$ cat src/rtl/dpb_pkg.sv
// Shared types and constants for the detector pixel binner.
// No dependencies.
package dpb_pkg;

    typedef enum logic [1:0] {
        OP_MAP_WR = 2'd0,
        OP_CNT_WR = 2'd1,
        OP_SAMPLE = 2'd2,
        OP_READ   = 2'd3
    } op_t;

    typedef enum logic [2:0] {
        ST_IDLE,
        ST_MAP,
        ST_UPD,
        ST_DIV,
        ST_OUT
    } state_t;

    localparam logic [2:0] REG_AVG_MODE = 3'd0;
    localparam logic [2:0] REG_ID_MAP   = 3'd4;

    localparam int SUM_W     = 48;
    localparam int DIV_STEPS = 48;

    localparam logic signed [SUM_W-1:0] SUM_MAX = {1'b0, {(SUM_W-1){1'b1}}};
    localparam logic signed [SUM_W-1:0] SUM_MIN = {1'b1, {(SUM_W-1){1'b0}}};

    typedef struct packed {
        logic        map_wr;
        logic [15:0] map_addr;
        logic [11:0] map_wdata;
        logic        cnt_wr;
        logic [15:0] cnt_addr;
        logic [12:0] cnt_wdata;
    } tbl_req_t;

    typedef struct packed {
        logic             wr;
        logic [15:0]      addr;
        logic             wflag;
        logic [SUM_W-1:0] wsum;
    } acc_req_t;

endpackage

$ cat src/rtl/dpb_div.sv
// Bit-serial signed-by-unsigned divider, truncating toward zero.
// Depends on dpb_pkg.
module dpb_div
    import dpb_pkg::*;
(
    input  logic                    clk,
    input  logic                    rst_n,
    input  logic                    start,
    input  logic signed [SUM_W-1:0] dividend,
    input  logic [12:0]             divisor,
    output logic                    done,
    output logic signed [SUM_W-1:0] quotient
);

    localparam logic [5:0] LAST_STEP = 6'(DIV_STEPS - 1);

    logic             busy_reg;
    logic             done_reg;
    logic [5:0]       cnt_reg;
    logic [SUM_W-1:0] q_reg;
    logic [13:0]      rem_reg;
    logic [12:0]      dvs_reg;
    logic             neg_reg;
    logic [13:0]      rem_sh;
    logic [13:0]      diff;
    logic             ge;

    assign rem_sh   = {rem_reg[12:0], q_reg[SUM_W-1]};
    assign ge       = rem_sh >= {1'b0, dvs_reg};
    assign diff     = rem_sh - {1'b0, dvs_reg};
    assign done     = done_reg;
    assign quotient = neg_reg ? -$signed(q_reg) : $signed(q_reg);

    always_ff @(posedge clk or negedge rst_n)
    begin
        if (!rst_n)
        begin
            busy_reg <= 1'b0;
            done_reg <= 1'b0;
            cnt_reg  <= '0;
        end
        else
        begin
            done_reg <= 1'b0;
            if (start)
            begin
                busy_reg <= 1'b1;
                cnt_reg  <= '0;
            end
            else if (busy_reg)
            begin
                cnt_reg <= cnt_reg + 1'b1;
                if (cnt_reg == LAST_STEP)
                begin
                    busy_reg <= 1'b0;
                    done_reg <= 1'b1;
                end
            end
        end
    end

    always_ff @(posedge clk)
    begin
        if (start)
        begin
            q_reg   <= dividend[SUM_W-1] ? -dividend : dividend;
            rem_reg <= '0;
            dvs_reg <= divisor;
            neg_reg <= dividend[SUM_W-1];
        end
        else if (busy_reg)
        begin
            q_reg   <= {q_reg[SUM_W-2:0], ge};
            rem_reg <= ge ? diff : rem_sh;
        end
    end

endmodule

$ cat config.mk
export PLATFORM = sky130hd
export DESIGN_NAME = dpb_div
export DESIGN_NICKNAME = d
export VERILOG_FILES = /design/src/rtl/dpb_pkg.sv /design/src/rtl/dpb_div.sv
export SDC_FILE = /design/constraint.sdc
export NUM_CORES = 1
export LEC_CHECK = 0
export BUFFER_PORTS_ARGS = -buffer_cell sky130_fd_sc_hd__buf_2
export CORE_AREA = 3 3 110 112
export DETAILED_ROUTE_END_ITERATION = 10
export DIE_AREA = 0 0 113 115
export PLACE_DENSITY = 0.92
export RECOVER_POWER = 50
export SYNTH_ARGS = -nofsm -noshare
export SYNTH_HDL_FRONTEND = slang
export SYNTH_SLANG_ARGS = --single-unit
$ cat constraint.sdc
create_clock -name clk -period 7.4 [get_ports clk]
set_input_delay 1.48 -clock clk [delete_from_list [all_inputs] [get_ports clk]]
set_output_delay 1.48 -clock clk [all_outputs]
set_load 0.1 [all_outputs]
==> results.md <==
* Violated checks: max-capacitance violations, max-slew violations
* Ys async rst share at 9.64%
* Pin count of the biggest net entering global routing at just over 90
* Final core area utilization at about two thirds
* Clock buffer depth at 2
* Die area at between 0.01 and 0.015 mm²
* Largest area contributor in the netlist: edfxtp_1
* P_leak at 2.86 nW
* Critical path arrival at 2.99 ns
* # rows at 39
* Hold Path Class: flip-flop to flip-flop
* Met2 wire length at 8310 µm
* PD cells at approximately 280 mW/mm²
* Max Cap Viol at 3
* Num ports at 113
* Vias per Instance at 6.52
* Status: finished with violations
* Post-Layout Inst Area at 0.00749 mm²
* Hold Vio Cnt, Final at 0
* Routability cong. at 0.953
* Initial antenna violation count at 2
* Commonest cells after routing, fill and taps aside: buf_2, nor2_1, edfxtp_1, xnor2_1, a21oi_1
* DP HPWL at 12,000 µm
* Wirelength per Cell at between 15 and 20 µm
* Clock sink count at 83
* CP required at 5.92 ns
* Switching share of power at 47.2%
* Layout Nets at a little under 900
* Final period utilization at between 60 and 70%
* Worst Tran Pin Value at 2.10 ns
* Placeable Area at ~0.011 mm²
* Yosys reg bits at 83
* Netlist cell types at 73
* Footprint of the multi-input gates at between 0.004 and 0.005 mm²
* GRT overflow at 0
* CTS buffer count at 9
* Post-Route M1 WL at 6870 µm
* Die width at 113 µm
* Final clock skew at 0.0126 ns
* Cts hold-fix bufs at 0
* Syn Area/Cell at 9.26 µm²
* RSZ-0062 raised after global routing: false
* H-Tree Depth at 3
* Kind of critical path: flip-flop to output port
* Comb power frac at 47.9%
* Switch Pwr at 994 µW
* CTS-repair resized insts at 0
* Post-synthesis sequential area ratio at about a third
* Initial DRT Pass Iterations at 5
* CTS tree: yes
* Post-synth EDFFs at 62
* Final WL at between 15,000 and 20,000 µm
* Max Used Layer: met5
* First-pass GRT wire length at about 28,000 µm
* GRT Overall Usage at 26.2%
* Clock Latency Late Sink at 0.34 ns
* Initial drt markers at slightly below 900
* Synth top area share at 28.0%
* Layout area overhead at 12.6%
* Fin Setup TNS at 0 ns
* Max Freq at 224 MHz
* Reg area at 0.00232 mm²
* Number of port buffers at 112
* Root Buffer Master: clkbuf_16
* Max FFs per register at 48
* Internal Pwr Total at approximately 1.1 mW
* Critical path peak fanout at 5
* Final WS setup at approximately 2.9 ns
* ANT nets after route at 0
* # fillers at about 900
* Slew HR at -40.7%
* Synthesized Nets at between 700 and 800
* Worst Hold Slack at 0.511 ns
* Share of layout cells above drive strength 1 at between 20% and 30%
* Tmin final at between 4 and 5 ns
* Max VDD drop at 0.200 mV
* Crit start category: flip-flop
* Synth area leaders: edfxtp_1, xnor2_1, a21oi_1
* Final setup viols at 0
* Vias in the first global route at 5,747
* Met3 WL at 1680 µm
* Commonest non-fill, non-tap cell in the layout: buf_2
* Cells after synthesis at 718
* Die height at 115 µm
* Post-synth top flop: edfxtp_1
* Placed Area at 0.00722 mm²
* Total number of vias at 6,200
* Fin. max-slew vios at 134
* Initial core utilization at 58.8%
* Pre-CTS setup slack at 3.27 ns
* Yosys Warn Count at 0
* Mapped cell area at 0.00665 mm²
* Reg power frac at 31.4%
* Number of post-CTS setup repair buffers at 0
* Residual DRC at 0
* Clock transition at the registers of the reported paths at 0.07 ns
* Clock power frac at 20.7%
* Crit. End Element: output port
[critical path, cell delays in order, from the launching register on]
cell and delay (ns):
edfxtp_1 0.53, or3_4 0.41, or4_1 0.39, or3_1 0.35
o31ai_2 0.25, xnor2_1 0.21, buf_2 0.49
[cell type report]
| type | instances | share of cell area [%] |
|---|---|---|
| flip-flops and latches | 83 | 31.0 |
| diodes | 1 | 0.0334 |
| multi-input cells | 567 | 53.8 |
| repair buffers | 116 | 7.75 |
| clock buffers | 12 | 3.16 |
| well taps | 143 | 2.39 |
| inverters | 25 | 1.25 |
| clock inverters | 4 | 0.585 |
[worst paths after layout]
check                                     endpoint  slack, ns                    start  depth (start not counted)
setup / recovery                      quotient[47]       2.93      q_reg[39]$_DFFE_PP_                          6
hold / removal             rem_reg[4]$_SDFFE_PP0P_       0.51  rem_reg[4]$_SDFFE_PP0P_                          2
setup reg to reg               q_reg[22]$_DFFE_PP_       4.07       busy_reg$_DFF_PN0_                          2
hold reg to reg            rem_reg[4]$_SDFFE_PP0P_       0.51  rem_reg[4]$_SDFFE_PP0P_                          2
max in group asynchronous       busy_reg$_DFF_PN0_       6.05                    rst_n                          1
min in group asynchronous   cnt_reg[5]$_DFFE_PN0P_       1.05                    rst_n                          1
[logic make-up after synthesis]
family | count (synthesis) | synth area share, %
adder cells (fa/ha/maj) | 17 | 3.31
flip-flops | 83 | 34.9
multiplexers | 12 | 1.82
buffers and inverters | 68 | 4.63
XOR/XNOR | 88 | 11.6
AND/OR/NAND/NOR | 253 | 23.1
AO/OA/AOI/OAI | 197 | 20.6
[routing by layer]
| metal | up-vias | global-route usage, % |
|---|---|---|
| met3 | 39 | 5.89 |
| met1 | 2915 | 33.9 |
| met5 | - | 0 |
| li1 | 2904 | - |
| met2 | 338 | 43.9 |
| met4 | 4 | 8.33 |
[synth_stat cells, drive strengths merged (13+ instances only)]
cell / instances
a21oi: 57
and3: 17
buf: 17
clkbuf: 26
dfxtp: 13
edfxtp: 62
ha: 16
inv: 25
nand2: 41
nand3: 16
nor2: 63
nor3: 17
nor4: 23
o21ai: 38
o31ai: 29
o41ai: 19
or3: 17
xnor2: 59
xor2: 29
[stage by stage]
| stage | std cells | power [mW] |
|---|---|---|
| 2_1_floorplan | 718 | 1.47 |
| 3_3_place_gp | 934 | 1.65 |
| 3_5_place_dp | 934 | 1.66 |
| 4_1_cts | 950 | 2.10 |
| 5_1_grt | 950 | 2.20 |
| 6_report | 951 | 2.11 |
[power groups by stage]
stage / Combinational, mW / Sequential, mW / Clock, mW
6_report: 1.01 / 0.662 / 0.436
5_1_grt: 1.07 / 0.670 / 0.461
4_1_cts: 1.00 / 0.659 / 0.442
3_5_place_dp: 0.996 / 0.668 / 0
3_3_place_gp: 0.985 / 0.664 / 0
2_1_floorplan: 0.827 / 0.645 / 0
(Power assumes the default switching activity.)
